--- src/sv/pscm_pkg.sv ---
package pscm_pkg;

    // Field widths
    localparam int TIME_W   = 32;   // timestamp bits used for hold-off arithmetic
    localparam int LEVEL_W  = 8;
    localparam int SPEED_W  = 10;
    localparam int HOLD_W   = 16;
    localparam int DECAY_W  = 4;
    localparam int NOW_W    = 32;
    localparam int CFG_IDX_W  = 8;
    localparam int CFG_DATA_W = 16;
    localparam int IN_DATA_W  = 56;
    localparam int OUT_DATA_W = 32;

    // Fixed-point reciprocal for level / 5: floor(x * 205 / 1024) for any 8-bit x
    localparam int DIV5_MUL   = 205;
    localparam int DIV5_SHIFT = 10;

    // Configuration register indexes
    localparam logic [CFG_IDX_W-1:0] CFG_MODE_CLUTCH_THR = 8'd0;
    localparam logic [CFG_IDX_W-1:0] CFG_THROTTLE_THR    = 8'd1;
    localparam logic [CFG_IDX_W-1:0] CFG_BRAKE_THR       = 8'd2;
    localparam logic [CFG_IDX_W-1:0] CFG_MODE_HOLDOFF    = 8'd3;
    localparam logic [CFG_IDX_W-1:0] CFG_BRAKE_HOLDOFF   = 8'd4;
    localparam logic [CFG_IDX_W-1:0] CFG_SPEED_MAX       = 8'd5;
    localparam logic [CFG_IDX_W-1:0] CFG_STATIC_STEP     = 8'd6;
    localparam logic [CFG_IDX_W-1:0] CFG_DECAY_PERIOD    = 8'd7;

    // Configuration reset values
    localparam logic [LEVEL_W-1:0] RST_MODE_CLUTCH_THR = 8'd14;
    localparam logic [LEVEL_W-1:0] RST_THROTTLE_THR    = 8'd13;
    localparam logic [LEVEL_W-1:0] RST_BRAKE_THR       = 8'd30;
    localparam logic [HOLD_W-1:0]  RST_MODE_HOLDOFF    = 16'd1000;
    localparam logic [HOLD_W-1:0]  RST_BRAKE_HOLDOFF   = 16'd500;
    localparam logic [SPEED_W-1:0] RST_SPEED_MAX       = 10'd300;
    localparam logic [LEVEL_W-1:0] RST_STATIC_STEP     = 8'd20;
    localparam logic [DECAY_W-1:0] RST_DECAY_PERIOD    = 4'd10;

    // Drive modes
    localparam logic MODE_STATIC  = 1'b0;
    localparam logic MODE_DYNAMIC = 1'b1;

    typedef struct packed {
        logic [LEVEL_W-1:0] mode_clutch_thr;
        logic [LEVEL_W-1:0] throttle_thr;
        logic [LEVEL_W-1:0] brake_thr;
        logic [HOLD_W-1:0]  mode_holdoff;
        logic [HOLD_W-1:0]  brake_holdoff;
        logic [SPEED_W-1:0] speed_max;
        logic [LEVEL_W-1:0] static_step;
        logic [DECAY_W-1:0] decay_period;
    } t_cfg;

    typedef struct packed {
        logic [LEVEL_W-1:0] throttle;
        logic [LEVEL_W-1:0] brake;
        logic [LEVEL_W-1:0] clutch;
        logic [NOW_W-1:0]   now_ms;
    } t_report;

    typedef struct packed {
        logic [SPEED_W-1:0] speed;
        logic               mode;
        logic               throttle_counted;
        logic               brake_counted;
        logic [TIME_W-1:0]  last_toggle;
        logic [TIME_W-1:0]  last_brake;
        logic [DECAY_W-1:0] decay_cnt;
        logic [LEVEL_W-1:0] held_throttle;
        logic [LEVEL_W-1:0] held_brake;
        logic               clutch_flag;
    } t_state;

endpackage

--- src/sv/pscm_cfg_regs.sv ---
module pscm_cfg_regs (
    input  logic                               i_clk,
    input  logic                               i_rst_n,
    input  logic                               i_cfg_valid,
    output logic                               o_cfg_ready,
    input  logic [pscm_pkg::CFG_IDX_W-1:0]     i_cfg_index,
    input  logic [pscm_pkg::CFG_DATA_W-1:0]    i_cfg_data,
    output pscm_pkg::t_cfg                     o_cfg
);

    pscm_pkg::t_cfg r_cfg;

    // Writes are always taken
    assign o_cfg_ready = 1'b1;
    assign o_cfg       = r_cfg;

    // Register file, unknown indexes are ignored
    always_ff @(posedge i_clk) begin
        if (!i_rst_n) begin
            r_cfg.mode_clutch_thr <= pscm_pkg::RST_MODE_CLUTCH_THR;
            r_cfg.throttle_thr    <= pscm_pkg::RST_THROTTLE_THR;
            r_cfg.brake_thr       <= pscm_pkg::RST_BRAKE_THR;
            r_cfg.mode_holdoff    <= pscm_pkg::RST_MODE_HOLDOFF;
            r_cfg.brake_holdoff   <= pscm_pkg::RST_BRAKE_HOLDOFF;
            r_cfg.speed_max       <= pscm_pkg::RST_SPEED_MAX;
            r_cfg.static_step     <= pscm_pkg::RST_STATIC_STEP;
            r_cfg.decay_period    <= pscm_pkg::RST_DECAY_PERIOD;
        end else if (i_cfg_valid) begin
            case (i_cfg_index)
                pscm_pkg::CFG_MODE_CLUTCH_THR:
                    r_cfg.mode_clutch_thr <= i_cfg_data[pscm_pkg::LEVEL_W-1:0];
                pscm_pkg::CFG_THROTTLE_THR:
                    r_cfg.throttle_thr <= i_cfg_data[pscm_pkg::LEVEL_W-1:0];
                pscm_pkg::CFG_BRAKE_THR:
                    r_cfg.brake_thr <= i_cfg_data[pscm_pkg::LEVEL_W-1:0];
                pscm_pkg::CFG_MODE_HOLDOFF:
                    r_cfg.mode_holdoff <= i_cfg_data[pscm_pkg::HOLD_W-1:0];
                pscm_pkg::CFG_BRAKE_HOLDOFF:
                    r_cfg.brake_holdoff <= i_cfg_data[pscm_pkg::HOLD_W-1:0];
                pscm_pkg::CFG_SPEED_MAX:
                    r_cfg.speed_max <= i_cfg_data[pscm_pkg::SPEED_W-1:0];
                pscm_pkg::CFG_STATIC_STEP:
                    r_cfg.static_step <= i_cfg_data[pscm_pkg::LEVEL_W-1:0];
                pscm_pkg::CFG_DECAY_PERIOD:
                    r_cfg.decay_period <= i_cfg_data[pscm_pkg::DECAY_W-1:0];
                default: ;
            endcase
        end
    end

endmodule

--- src/sv/pscm_update.sv ---
module pscm_update (
    input  pscm_pkg::t_cfg    i_cfg,
    input  pscm_pkg::t_report i_report,
    input  pscm_pkg::t_state  i_state,
    output pscm_pkg::t_state  o_state
);

    localparam int SUM_W = pscm_pkg::SPEED_W + 1;

    // Increase, saturating at speed_max
    function automatic logic [SUM_W-1:0] clamp_up(
        input logic [SUM_W-1:0]             v,
        input logic [pscm_pkg::SPEED_W-1:0] vmax
    );
        logic [SUM_W-1:0] m;
        m = {1'b0, vmax};
        return (v > m) ? m : v;
    endfunction

    // Decrease, flooring at zero
    function automatic logic [SUM_W-1:0] sub_floor(
        input logic [SUM_W-1:0] v,
        input logic [SUM_W-1:0] d
    );
        return (d >= v) ? '0 : (v - d);
    endfunction

    logic [SUM_W-1:0]                   spd;
    logic [pscm_pkg::TIME_W-1:0]        now_t;
    logic [pscm_pkg::TIME_W-1:0]        el_tog;
    logic [pscm_pkg::TIME_W-1:0]        el_brk;
    logic [15:0]                        prod;
    logic [pscm_pkg::LEVEL_W-1:0]       thr_div5;
    logic [pscm_pkg::DECAY_W:0]         cnt_nxt;
    pscm_pkg::t_state                   n_st;

    always_comb begin
        n_st     = i_state;
        now_t    = i_report.now_ms[pscm_pkg::TIME_W-1:0];
        el_tog   = now_t - i_state.last_toggle;
        el_brk   = now_t - i_state.last_brake;
        prod     = 16'(i_report.throttle) * 16'(pscm_pkg::DIV5_MUL);
        thr_div5 = pscm_pkg::LEVEL_W'(prod >> pscm_pkg::DIV5_SHIFT);
        spd      = {1'b0, i_state.speed};
        cnt_nxt  = {1'b0, i_state.decay_cnt} + 1'b1;

        // Clutch: mode toggle with hold-off, entering static clears speed
        if (i_report.clutch != '0) begin
            n_st.clutch_flag = 1'b1;
            if (i_report.clutch > i_cfg.mode_clutch_thr &&
                el_tog > pscm_pkg::TIME_W'(i_cfg.mode_holdoff)) begin
                if (i_state.mode == pscm_pkg::MODE_STATIC) begin
                    n_st.mode = pscm_pkg::MODE_DYNAMIC;
                end else begin
                    n_st.mode = pscm_pkg::MODE_STATIC;
                    spd       = '0;
                end
                n_st.last_toggle = now_t;
            end
        end else begin
            n_st.clutch_flag = 1'b0;
        end

        // Throttle
        if (i_report.throttle != '0) begin
            n_st.held_throttle = i_report.throttle;
            if (n_st.mode == pscm_pkg::MODE_STATIC) begin
                if (i_report.throttle > i_cfg.throttle_thr) begin
                    if (!i_state.throttle_counted) begin
                        spd = clamp_up(spd + SUM_W'(i_cfg.static_step), i_cfg.speed_max);
                    end
                    n_st.throttle_counted = 1'b1;
                end
            end else begin
                if (spd < {1'b0, i_cfg.speed_max}) begin
                    spd = clamp_up(spd + SUM_W'(thr_div5), i_cfg.speed_max);
                end
                // lightest touch still moves the speed
                if (i_report.throttle < 8'd2) begin
                    spd = clamp_up(spd + 1'b1, i_cfg.speed_max);
                end
            end
        end else begin
            n_st.throttle_counted = 1'b0;
        end

        // Brake with hold-off
        if (i_report.brake != '0) begin
            n_st.held_brake = i_report.brake;
            if (i_report.brake > i_cfg.brake_thr &&
                el_brk > pscm_pkg::TIME_W'(i_cfg.brake_holdoff)) begin
                if (n_st.mode == pscm_pkg::MODE_STATIC) begin
                    if (!i_state.brake_counted) begin
                        spd = sub_floor(spd, SUM_W'(i_cfg.static_step));
                    end
                    n_st.brake_counted = 1'b1;
                end else begin
                    spd = sub_floor(spd, SUM_W'({i_report.brake, 1'b0}));
                end
                n_st.last_brake = now_t;
            end
        end else begin
            n_st.brake_counted = 1'b0;
        end

        // Periodic decay in dynamic mode
        if (n_st.mode == pscm_pkg::MODE_DYNAMIC) begin
            if (cnt_nxt >= {1'b0, i_cfg.decay_period}) begin
                spd            = sub_floor(spd, SUM_W'(1));
                n_st.decay_cnt = '0;
            end else begin
                n_st.decay_cnt = cnt_nxt[pscm_pkg::DECAY_W-1:0];
            end
        end

        n_st.speed = spd[pscm_pkg::SPEED_W-1:0];
    end

    assign o_state = n_st;

endmodule

--- src/sv/pedal_speed_mode_controller_top.sv ---
// Channel   Direction  Handshake                 Payload
// s         in         i_s_tvalid / o_s_tready   i_s_tdata: pedal report
// m         out        o_m_tvalid / i_m_tready   o_m_tdata: speed, mode, held levels
// cfg       in         i_cfg_valid / o_cfg_ready i_cfg_index, i_cfg_data
//
// One report per cycle unless the result stalls; a result passes through the input
// register, then the state register that also serves as the result register.
// The state update is a single combinational pass between those two registers.
// Synchronous active-low reset clears all state and restores register defaults.
// A stalled result holds the update; one more report may wait in the input register.
module pedal_speed_mode_controller_top (
    input  logic                                 i_clk,
    input  logic                                 i_rst_n,
    // [7:0] throttle_in, [15:8] brake_in, [23:16] clutch_in, [55:24] now_ms
    input  logic                                 i_s_tvalid,
    output logic                                 o_s_tready,
    input  logic [pscm_pkg::IN_DATA_W-1:0]       i_s_tdata,
    // [9:0] speed, [10] drive_mode, [18:11] throttle_level, [26:19] brake_level,
    // [27] clutch_pressed, [31:28] zero
    output logic                                 o_m_tvalid,
    input  logic                                 i_m_tready,
    output logic [pscm_pkg::OUT_DATA_W-1:0]      o_m_tdata,
    input  logic                                 i_cfg_valid,
    output logic                                 o_cfg_ready,
    input  logic [pscm_pkg::CFG_IDX_W-1:0]       i_cfg_index,
    input  logic [pscm_pkg::CFG_DATA_W-1:0]      i_cfg_data
);

    pscm_pkg::t_cfg    cfg;
    pscm_pkg::t_report r_in;
    pscm_pkg::t_state  r_state;
    pscm_pkg::t_state  n_state;
    logic              r_in_valid;
    logic              r_out_valid;
    logic              advance;

    // Configuration registers
    pscm_cfg_regs u_cfg (
        .i_clk       (i_clk),
        .i_rst_n     (i_rst_n),
        .i_cfg_valid (i_cfg_valid),
        .o_cfg_ready (o_cfg_ready),
        .i_cfg_index (i_cfg_index),
        .i_cfg_data  (i_cfg_data),
        .o_cfg       (cfg)
    );

    // Handshake: update when a report waits and the result slot is free or draining
    assign advance    = r_in_valid && (!r_out_valid || i_m_tready);
    assign o_s_tready = !r_in_valid || advance;

    // Input register
    always_ff @(posedge i_clk) begin
        if (!i_rst_n) begin
            r_in_valid <= 1'b0;
        end else if (o_s_tready) begin
            r_in_valid <= i_s_tvalid;
        end
    end

    always_ff @(posedge i_clk) begin
        if (o_s_tready && i_s_tvalid) begin
            r_in.throttle <= i_s_tdata[7:0];
            r_in.brake    <= i_s_tdata[15:8];
            r_in.clutch   <= i_s_tdata[23:16];
            r_in.now_ms   <= i_s_tdata[55:24];
        end
    end

    // Next-state logic
    pscm_update u_update (
        .i_cfg    (cfg),
        .i_report (r_in),
        .i_state  (r_state),
        .o_state  (n_state)
    );

    // Controller state, doubles as the result register
    always_ff @(posedge i_clk) begin
        if (!i_rst_n) begin
            r_state     <= '0;
            r_out_valid <= 1'b0;
        end else begin
            if (advance) begin
                r_state <= n_state;
            end
            if (advance) begin
                r_out_valid <= 1'b1;
            end else if (i_m_tready) begin
                r_out_valid <= 1'b0;
            end
        end
    end

    assign o_m_tvalid = r_out_valid;
    assign o_m_tdata  = {4'b0, r_state.clutch_flag, r_state.held_brake,
                         r_state.held_throttle, r_state.mode, r_state.speed};

    // Decay counter never reaches the all-ones code
    a_decay_range: assert property (@(posedge i_clk) disable iff (!i_rst_n)
        r_state.decay_cnt != 4'hF)
        else $error("decay counter out of range");

    // Input side only stalls behind a waiting report and a blocked result
    a_stall_cause: assert property (@(posedge i_clk) disable iff (!i_rst_n)
        !o_s_tready |-> (r_in_valid && r_out_valid && !i_m_tready))
        else $error("input stalled without cause");

    // Every update produces a result
    a_update_result: assert property (@(posedge i_clk) disable iff (!i_rst_n)
        advance |=> o_m_tvalid)
        else $error("update without result");

    // Speed only moves on an update
    a_speed_hold: assert property (@(posedge i_clk) disable iff (!i_rst_n)
        !advance |=> $stable(r_state.speed))
        else $error("speed changed without an update");

endmodule
--- config.mk ---
export PLATFORM = sky130hd
export DESIGN_NAME = pedal_speed_mode_controller_top
export DESIGN_NICKNAME = d
export VERILOG_FILES = /design/src/sv/pscm_pkg.sv /design/src/sv/pscm_cfg_regs.sv /design/src/sv/pscm_update.sv /design/src/sv/pedal_speed_mode_controller_top.sv
export SDC_FILE = /design/constraint.sdc
export NUM_CORES = 1
export LEC_CHECK = 0
export BUFFER_PORTS_ARGS = -buffer_cell sky130_fd_sc_hd__buf_4
export CORE_ASPECT_RATIO = 0.7
export CORE_UTILIZATION = 45
export DETAILED_ROUTE_END_ITERATION = 16
export PLACE_DENSITY_LB_ADDON = 0.15
export SYNTH_ARGS = -nofsm -noshare
export SYNTH_HDL_FRONTEND = slang
export SYNTH_SLANG_ARGS = --single-unit
--- constraint.sdc ---
create_clock -name i_clk -period 14.7 [get_ports i_clk]
set_input_delay 1.47 -clock i_clk [delete_from_list [all_inputs] [get_ports i_clk]]
set_output_delay 1.47 -clock i_clk [all_outputs]
set_load 0.02 [all_outputs]
## Word level (Yosys, flattened, before mapping)

Index checks and enable logic that the tools add are counted.

- Bits in registers: 234
- Bits of input ports: 85
- Output and inout bits: 35
- Word-level logic and storage cells: 123

- Add/sub/neg operators: 9
- Multiply operators: 1
- $lt $le $gt $ge: 14
- Equality and inequality tests: 11
- Mux-type cells: 36
- Reductions and logical operators: 28

Operators with widths:

| kind | number |
|---|---|
| 11-bit two-way mux | 19 |
| 32-bit by 16-bit > comparator with 1-bit output | 2 |
| 32-bit subtractor | 2 |
| 10-bit two-way mux | 4 |
| 11-bit by 10-bit > comparator with 1-bit output | 3 |
| 8-bit by 3-bit equality test with 1-bit output (second input constant) | 4 |
| 8-bit > comparator | 3 |
| 8-bit nonzero test | 3 |
| 2-bit AND reduction | 11 |
| 8-bit by 2-bit equality test with 1-bit output (second input constant) | 2 |
| 8-bit by 8-bit multiplier with 16-bit output (second input constant) | 1 |
| 1-bit two-way mux | 12 |
| 3-bit AND reduction | 4 |
| 11-bit by 1-bit adder with 11-bit output (second input constant) | 1 |
| 11-bit by 6-bit adder with 11-bit output | 1 |
| 11-bit by 8-bit adder with 11-bit output | 1 |
| 1-bit by 11-bit greater-or-equal comparator with 1-bit output (first input constant) | 1 |
| 8-bit by 11-bit greater-or-equal comparator with 1-bit output | 1 |
| 9-bit by 11-bit greater-or-equal comparator with 1-bit output | 1 |
| 11-bit by 10-bit less-than comparator with 1-bit output | 1 |
| 11-bit by 8-bit subtractor with 11-bit output | 1 |
| 11-bit by 9-bit subtractor with 11-bit output | 1 |
| 10-bit by 1-bit subtractor with 10-bit output (second input constant) | 1 |
| 8-bit by 1-bit equality test with 1-bit output (second input constant) | 1 |
| other kinds (10) | 18 |

## Logic depth before layout (Yosys ltp)

Gate-level depths: netlist (run 1).

- Word-level depth: 27
- Mapped depth: 78

## Hierarchy

From an unflattened synthesis (run 1), not the netlist that was laid out.

- Cell total of the unflattened synthesis: 2597
- Area, all modules: 21015.2 µm²

Modules (own cells, without submodules):

| module | instances | cells an instance | area each (µm²) |
|---|---|---|---|
| pscm_update | 1 | 1781 | 12052.8 |
| pedal_speed_mode_controller_top | 1 | 523 | 5890.6 |
| pscm_cfg_regs | 1 | 293 | 3071.7 |

## Worst setup path before layout (run 1)

OpenSTA, ideal clock, no wires.

- Kind: register to register
- Start: register r_in[0] in the netlist's numbering
- End: register r_state, in the netlist o_m_tdata[8]
- Arrival time: 14975 ps
- Data required time: 14583 ps
- Setup slack: -392 ps
- Cell stages (with the launch flop): 79
- Cells stage by stage: edfxtp_1 -> inv_1 -> ha_1 -> fa_1 -> nand2b_1 -> a21oi_1 -> o21ai_0 -> nor2b_1 -> or3_1 -> nor2b_1 -> xnor2_1 -> ha_1 -> nand4_1 -> or2_2 -> nor3_1 -> nor2_1 -> nor4b_1 -> o311a_1 -> (+43 left out) -> nor2b_1 -> o21ai_0 -> nand2b_1 -> a21o_1 -> a21o_1 -> a21oi_1 -> nor2b_1 -> o21ai_0 -> inv_1 -> a2111oi_4 -> nor2_1 -> o31ai_1 -> ha_1 -> nor2_1 -> or4b_1 -> o311a_1 -> buf_6 -> a22o_1

- Cells in the longest elaborated chain, start to end: 27
- Elaborated cells between the ends (all ways): 43
- Classes of those cells: add/sub (8); order compare (9); mux (24); reduce/logical (2)

RTL lines:

| item | line | RTL |
|---|---|---|
| from (decl) | pedal_speed_mode_controller_top.sv:30 | `pscm_pkg::t_report r_in;` |
| 32-bit subtractor | pscm_update.sv:40 | `el_tog = now_t - i_state.last_toggle;` |
| 32-bit by 16-bit > comparator with 1-bit output | pscm_update.sv:51 | `el_tog > pscm_pkg::TIME_W'(i_cfg.mode_holdoff)) begin` |
| 1-bit logical AND | pscm_update.sv:50 | `if (i_report.clutch > i_cfg.mode_clutch_thr &&` |
| 11-bit two-way mux | pscm_update.sv:50 |  |
| 11-bit two-way mux | pscm_update.sv:48 | `if (i_report.clutch != '0) begin` |
| 11-bit by 6-bit adder with 11-bit output | pscm_update.sv:76 | `spd = clamp_up(spd + SUM_W'(thr_div5), i_cfg.speed_max);` |
| 11-bit by 10-bit > comparator with 1-bit output | pscm_update.sv:17 | `return (v > m) ? m : v;` |
| 11-bit two-way mux | pscm_update.sv:17 |  |
| (+11 left out) | n/a |  |
| 11-bit two-way mux | pscm_update.sv:93 | `if (!i_state.brake_counted) begin` |
| 11-bit two-way mux | pscm_update.sv:92 | `if (n_st.mode == pscm_pkg::MODE_STATIC) begin` |
| 11-bit two-way mux | pscm_update.sv:90 | `if (i_report.brake > i_cfg.brake_thr &&` |
| 11-bit two-way mux | pscm_update.sv:88 | `if (i_report.brake != '0) begin` |
| 10-bit by 1-bit subtractor with 10-bit output or 1-bit by 11-bit greater-or-equal comparator with 1-bit output (tied branches) | pscm_update.sv:25 | `return (d >= v) ? '0 : (v - d);` |
| 10-bit two-way mux | pscm_update.sv:25 |  |
| 10-bit two-way mux | pscm_update.sv:108 | `if (cnt_nxt >= {1'b0, i_cfg.decay_period}) begin` |
| 10-bit two-way mux (*) | pscm_update.sv:107 | `if (n_st.mode == pscm_pkg::MODE_DYNAMIC) begin` |
| to (signal assigned) | pedal_speed_mode_controller_top.sv:85 | `r_state <= n_state;` |
| to (decl) | pedal_speed_mode_controller_top.sv:31 | `pscm_pkg::t_state r_state;` |

Every way passes the cells marked *; elsewhere a longest branch is shown, timed or not. The select of a mux whose other input is x is not followed.
A chain may end at the register's enable or synchronous reset.

## Worst setup path after layout (run 1)

Same ends and word-level chain as after synthesis.

==> results of run 1 <==
worst reg2reg max path: cells and delay by family (launching register included):
family	cells	cell delay [ns]
AOI/OAI and AO/OA	32	6.13
and+or+nand+nor	23	4.37
adders and majority gates	9	2.33
buffers and inverters	6	0.82
xor gates and xnor gates	3	0.51
DFF	1	0.36
muxes	1	0.30
stage by stage:
| stage | total power, uW | cells |
|---|---|---|
| 2_1_floorplan | 1910 | 2444 |
| 3_3_place_gp | 2790 | 3256 |
| 3_5_place_dp | 2800 | 3256 |
| 4_1_cts | 3550 | 3318 |
| 5_1_grt | 3940 | 3340 |
| 6_report | 3720 | 3340 |
worst max-delay path by stage:
stage                       start           end  slack, ns  depth (start not counted)
after floorplan           r_in[0]  o_m_tdata[8]       0.05                         77
after global placement    r_in[0]  o_m_tdata[8]      -0.45                         74
after detailed placement  r_in[0]  o_m_tdata[7]      -0.74                         75
after CTS                 r_in[0]  o_m_tdata[7]      0.009                         75
after global routing      r_in[0]  o_m_tdata[8]      -0.72                         76
final                     r_in[0]  o_m_tdata[8]      -0.22                         74
registers in the layout, summed over array words and instances, names as in the netlist:
register	cells
r_state	70
o_m_tvalid	1
u_cfg.o_cfg	78
r_in_valid	1
r_in	56
o_m_tdata	28
power by group:
part           switching, uW  internal, uW
logic                   1210          1120
registers               37.4           687
clock network            285           379
cells in the final DEF, fill, tap and decap left out, types with 14 or more instances in the layout:
cell | synthesis | routed
buf_4 | 33 | 368
nand2_1 | 345 | 343
inv_1 | 241 | 236
ha_1 | 244 | 234
dfxtp_1 | 178 | 178
a21oi_1 | 121 | 113
nor2_1 | 108 | 106
a21boi_0 | 105 | 105
o21ai_0 | 72 | 64
a21o_1 | 60 | 60
nor2b_1 | 66 | 60
edfxtp_1 | 56 | 56
xnor2_1 | 53 | 51
mux2i_1 | 51 | 51
nand3_1 | 47 | 47
nand4_1 | 43 | 43
o211ai_1 | 38 | 38
o21a_1 | 35 | 35
nand2b_1 | 36 | 34
nor3_1 | 39 | 33
xor2_1 | 31 | 31
clkbuf_16 | 0 | 28
and2_1 | 28 | 25
and3_1 | 23 | 23
a211oi_1 | 21 | 18
o21bai_1 | 14 | 14
fa_1 | 17 | 14
layer usage:
metal	wire length [um]	track usage [%]	share of wire, %	vias to the layer above
met4	1520	6.19	2.3	0
met2	25900	40.8	38	652
li1	-	-	-	9201
met1	34100	45.4	51	9020
met5	0	0	0	-
met3	5920	6.94	8.8	88
final cells by class:
cell class,count,area share (%)
Antenna cell,1,0.0103
Clock buffer,32,3.07
Clock inverter,14,0.490
Inverter,242,3.74
Multi-Input combinational cell,1852,56.5
Sequential cell,234,21.6
Tap cell,594,3.06
Timing Repair Buffer,371,11.5
kinds of logic (layout without fill, tap and decap cells):
family / count (synthesis) / count (layout) / synth area share (%)
buffers and inverters: 359 / 659 / 7.50
adders and majority gates: 261 / 261 / 17.1
other: 2 / 6 / 0.0377
and+or+nand+nor: 811 / 811 / 19.8
DFF: 234 / 234 / 26.4
muxes: 56 / 56 / 2.85
xor gates and xnor gates: 84 / 84 / 3.70
AOI/OAI and AO/OA: 634 / 635 / 22.7
repair_timing:
action	in CTS	in global routing
setup endpoints to repair	10	10
setup buffers	15	21
cloned	1	0
pin swaps	25	76
gates resized for setup	30	65
==> flow_metrics.tcl, run 1 <==
set metrics [dict create \
    dpl_cell_area_mm2 0.0227 \
    ys_seq_elements 234 \
    critPathMostFrequentCell "o21a_1" \
    drtAntennaViolNets 0 \
    fmax_mhz 67.0 \
    totalWireLength_um 67400 \
    clock-sinks 234 \
    vias 18961 \
    p_leak_uw 0.0108 \
    fin_crit_ns 14.92 \
    initial_core_util_pct 45.6 \
    hold_end "r_state[50]" \
    cp_slowest_stage_delay_ns 0.56 \
    violations "setup timing" \
    yosys_most_used_dff "dfxtp_1" \
    htreeDepth 1 \
    setup_ws_ns -0.217 \
    first_pass_iters 6 \
    die_w_um 253 \
    worstHoldStart "r_state[50]" \
    whs_ns 0.465 \
    fillers 4121 \
    root_buffer "clkbuf_16" \
    r2r_slack_ns -0.22 \
    die_area_mm2 0.0451 \
    yosysTopAreaCellShare_pct 17.9 \
    grt_overflow_total 0 \
    end_kind "flop" \
    grt_max_degree 90 \
    tritoncts "yes" \
    finalHoldViolCount 0 \
    critical_path_class "reg2reg" \
    cp-start-kind "flop" \
    track_usage_pct 29.5 \
    synth-edff-count 56 \
    holdBufCountCts 0 \
    drtIter0Drc 1763 \
    final_area_mm2 0.0243 \
    status "complete, but fails checks" \
    clk_latency_ns 0.56 \
    vias_per_cell 5.68 \
    multi_input_area_mm2 0.0137 \
    syn_avg_cell_area_um2 8.15 \
    drc_errors 0 \
    relSlewSlack_pct 23.4 \
    fin_crit_sh_pct 101 \
    crit_family "compound AO/OA/AOI/OAI gates" \
    ys_seq_area_share_pct 26.4 \
    syn_to_final_growth_pct 22.0 \
    grt_pass1_vias 17884 \
    portBuffers 114 \
    reg2reg_from "r_in[0]" \
    critPathMaxFanout 5 \
    p_per_area_mw_per_mm2 153 \
    crit_required_ns 15.15 \
    r2r_end "o_m_tdata[8]" \
    clk_pin_slew_worst_paths_ns 0.07 \
    skew_ns 0.0160 \
    place.detailed.hpwl_um 52400 \
    synth_top_cell_by_area "dfxtp_1" \
    drv_cap 0 \
    irDropWorstVdd_mv 0.118 \
    worstMarginPinSlew_ns 1.14 \
    rsz0062_at_grt "true" \
    yosysWarnings 0 \
    grt_pass1_wl_um 103000 \
    ios 120 \
    antenna_found_initial 3 \
    syn_inst 2441 \
    yosysMostFrequentCell "nand2_1" \
    clockBufferDepth 3 \
    yosys-top-cells-count "345 x nand2_1, 244 x ha_1, 241 x inv_1, 178 x dfxtp_1, 121 x a21oi_1" \
    setup_violations 9 \
    slowest_stage "or4b_4" \
    arrival_ns 15.37 \
    rr_worst_depth 74 \
    synth_cell_type_count 94 \
    fp-row-count 64 \
    hp-class "reg2reg" \
    async_flop_share_pct 0 \
    wl_per_cell_um 20.2 \
    die_y_um 178 \
    place.gp.congestion 1.07 \
    drive_above_1_share_pct 19.4 \
    syn_area_mm2 0.0199 \
    hold_depth 2 \
    fin_setup_tns_ns -1.62 \
    slew_violations 0 \
    ys_top_cells_by_area "dfxtp_1 18%, ha_1 15%, edfxtp_1 8.5%" \
    pre_cts_ws_ns -0.739 \
    fin_nets 3072 \
    coreArea_mm2 0.0436 \
    finalCoreUtilization_pct 55.6 \
    final-seq-area_mm2 0.00525 \
    crit_buf_inv 6 \
    cts-buffers-inserted 25 \
]
Power figures use the tool's default switching activity.
==> run 2, diff against run 1 <==
--- a/config.mk
+++ b/config.mk
@@ -12,2 +12,3 @@
 export PLACE_DENSITY_LB_ADDON = 0.15
+export SKIP_LAST_GASP = 1
 export SYNTH_ARGS = -nofsm -noshare
==> constraint.sdc (replaced) <==
create_clock -name i_clk -period 14.7 [get_ports i_clk]
set_input_delay 0 -clock i_clk [delete_from_list [all_inputs] [get_ports i_clk]]
set_output_delay 0 -clock i_clk [all_outputs]
set_load 0.02 [all_outputs]
==> flow_metrics.tcl, run 2 (synthesis results as in run 1) <==
set metrics [dict create \
    place.detailed.hpwl_um 52400 \
    final_common_cell "buf_4" \
    worstMarginPinSlew_ns 1.13 \
    finalCoreUtilization_pct 57.4 \
    cp-start-kind "flop" \
    skew_ns 0.0210 \
    root_buffer "clkbuf_16" \
    p_clk_share_pct 17.8 \
    dr_wl_met3_um 5880 \
    totalWireLength_um 68500 \
    initial_core_util_pct 45.6 \
    largest_reg_flops 78 \
    relSlewSlack_pct 24.1 \
    htreeDepth 1 \
    n_antenna_cell 0 \
    die_w_um 253 \
    antenna_found_initial 2 \
    p_leak_uw 0.0111 \
    pre_cts_ws_ns -0.739 \
    cp_slowest_stage_delay_ns 0.56 \
    critPathMaxFanout 5 \
    met2WireLength_um 26800 \
    clockBufferDepth 3 \
    setup_violations 9 \
    grt_pass1_vias 18431 \
    ios 120 \
    p_sw_share_pct 41.1 \
    drc_errors 0 \
    grt_max_degree 90 \
    fmax_mhz 67.1 \
    end_kind "flop" \
    first_pass_iters 5 \
    critPathMostFrequentCell "o21a_1" \
    finalHoldViolCount 0 \
    die_area_mm2 0.0451 \
    syn_to_final_growth_pct 25.9 \
    cts-buffers-inserted 25 \
    power_uw 3740 \
    fp-row-count 64 \
    vias 19243 \
    hp-class "in2reg" \
    fin_crit_sh_pct 101 \
    clock-sinks 234 \
    crit_required_ns 15.15 \
    setup_ws_ns -0.195 \
    rsz0062_at_grt "true" \
    power_switching_uw 1530 \
    drv_cap 0 \
    grt_pass1_wl_um 105000 \
    wl_per_cell_um 20.0 \
    fin_crit_ns 14.89 \
    tritoncts "yes" \
    fin_nets 3151 \
    placed_cells 3256 \
    hold_depth 2 \
    clk_pin_slew_worst_paths_ns 0.07 \
    fin_cells 3418 \
    grt_overflow_total 0 \
    p_int_uw 2200 \
    arrival_ns 15.35 \
    critical_path_class "reg2reg" \
    wl_met1_um 34400 \
    slew_violations 0 \
    pwr-share-comb_pct 62.8 \
    clk_latency_ns 0.56 \
    top_layer_used "met4" \
    coreArea_mm2 0.0436 \
    seq_power_share_pct 19.4 \
    die_y_um 178 \
    place.gp.congestion 1.07 \
    slowest_stage "or4b_4" \
    final_cell_mix "368 x buf_4, 343 x nand2_1, 236 x inv_1" \
    drive_above_1_share_pct 18.9 \
    track_usage_pct 30.1 \
    rr_worst_depth 74 \
    vias_per_cell 5.63 \
    irDropWorstVdd_mv 0.117 \
    p_per_area_mw_per_mm2 149 \
    portBuffers 114 \
    drtIter0Drc 1752 \
    violations "setup timing" \
    drtAntennaViolNets 0 \
    status "complete, but fails checks" \
]
-- run 2: worst max-delay path: cells and delay by family, from the launching register on --
kind | cells | cell delay [ns]
buffers and inverters | 6 | 0.83
AO/OA/AOI/OAI | 32 | 6.12
XOR/XNOR | 3 | 0.51
multiplexers | 1 | 0.30
adder cells (fa/ha/maj) | 9 | 2.32
flip-flops | 1 | 0.36
AND/OR/NAND/NOR | 23 | 4.36
-- run 2: layout make-up --
| type | instances | area [um^2] |
|---|---|---|
| fillers | 4037 | 18600 |
| clock buffers | 32 | 746 |
| clock inverters | 14 | 119 |
| multi-input cells | 1852 | 13700 |
| flip-flops and latches | 234 | 5250 |
| repair buffers | 450 | 3590 |
| inverters | 242 | 908 |
| well taps | 594 | 743 |
-- run 2: final timing paths --
kind / from / endpoint / slack, ns
worst min register to register: r_state[50] / r_state[50] / 0.47
worst min-delay path: i_s_tdata[13] / r_in[45] / 0.16
worst max register to register: r_in[0] / o_m_tdata[8] / -0.19
worst max-delay path: r_in[0] / o_m_tdata[8] / -0.19
-- run 2: power groups by stage --
| stage | combinational [uW] | sequential, uW | clock [uW] |
|---|---|---|---|
| 2_1_floorplan | 1190 | 718 | 0 |
| 3_3_place_gp | 2050 | 735 | 0 |
| 3_5_place_dp | 2060 | 736 | 0 |
| 4_1_cts | 2170 | 722 | 680 |
| 5_1_grt | 2530 | 726 | 704 |
| 6_report | 2350 | 724 | 665 |
-- run 2: routing by layer --
| layer | vias up | global-route usage (%) |
|---|---|---|
| met3 | 75 | 6.70 |
| met2 | 668 | 42.6 |
| met5 | - | 0 |
| li1 | 9362 | - |
| met1 | 9138 | 45.6 |
| met4 | 0 | 6.14 |
-- run 2: metrics by stage --
stage / area, um^2 / hold WS (ns) / TNS [ns]
final: 25100 / 0.160 / -1.44
after global routing: 25100 / 0.151 / -6.57
after CTS: 24500 / 0.134 / 0
after detailed placement: 22700 / 0.179 / -6.85
after global placement: 22700 / 0.178 / -4.06
after floorplan: 19900 / 0.0989 / 0
-- run 2: what timing repair did --
action / 4_1_cts / 5_1_grt
buffers inserted: 15 / 21
endpoints found under the setup margin: 10 / 10
gates cloned: 1 / 0
pin swaps: 25 / 76
gates resized for setup: 30 / 65
hold buffers: 79 / 0
endpoints found under the hold margin: 136 / 0
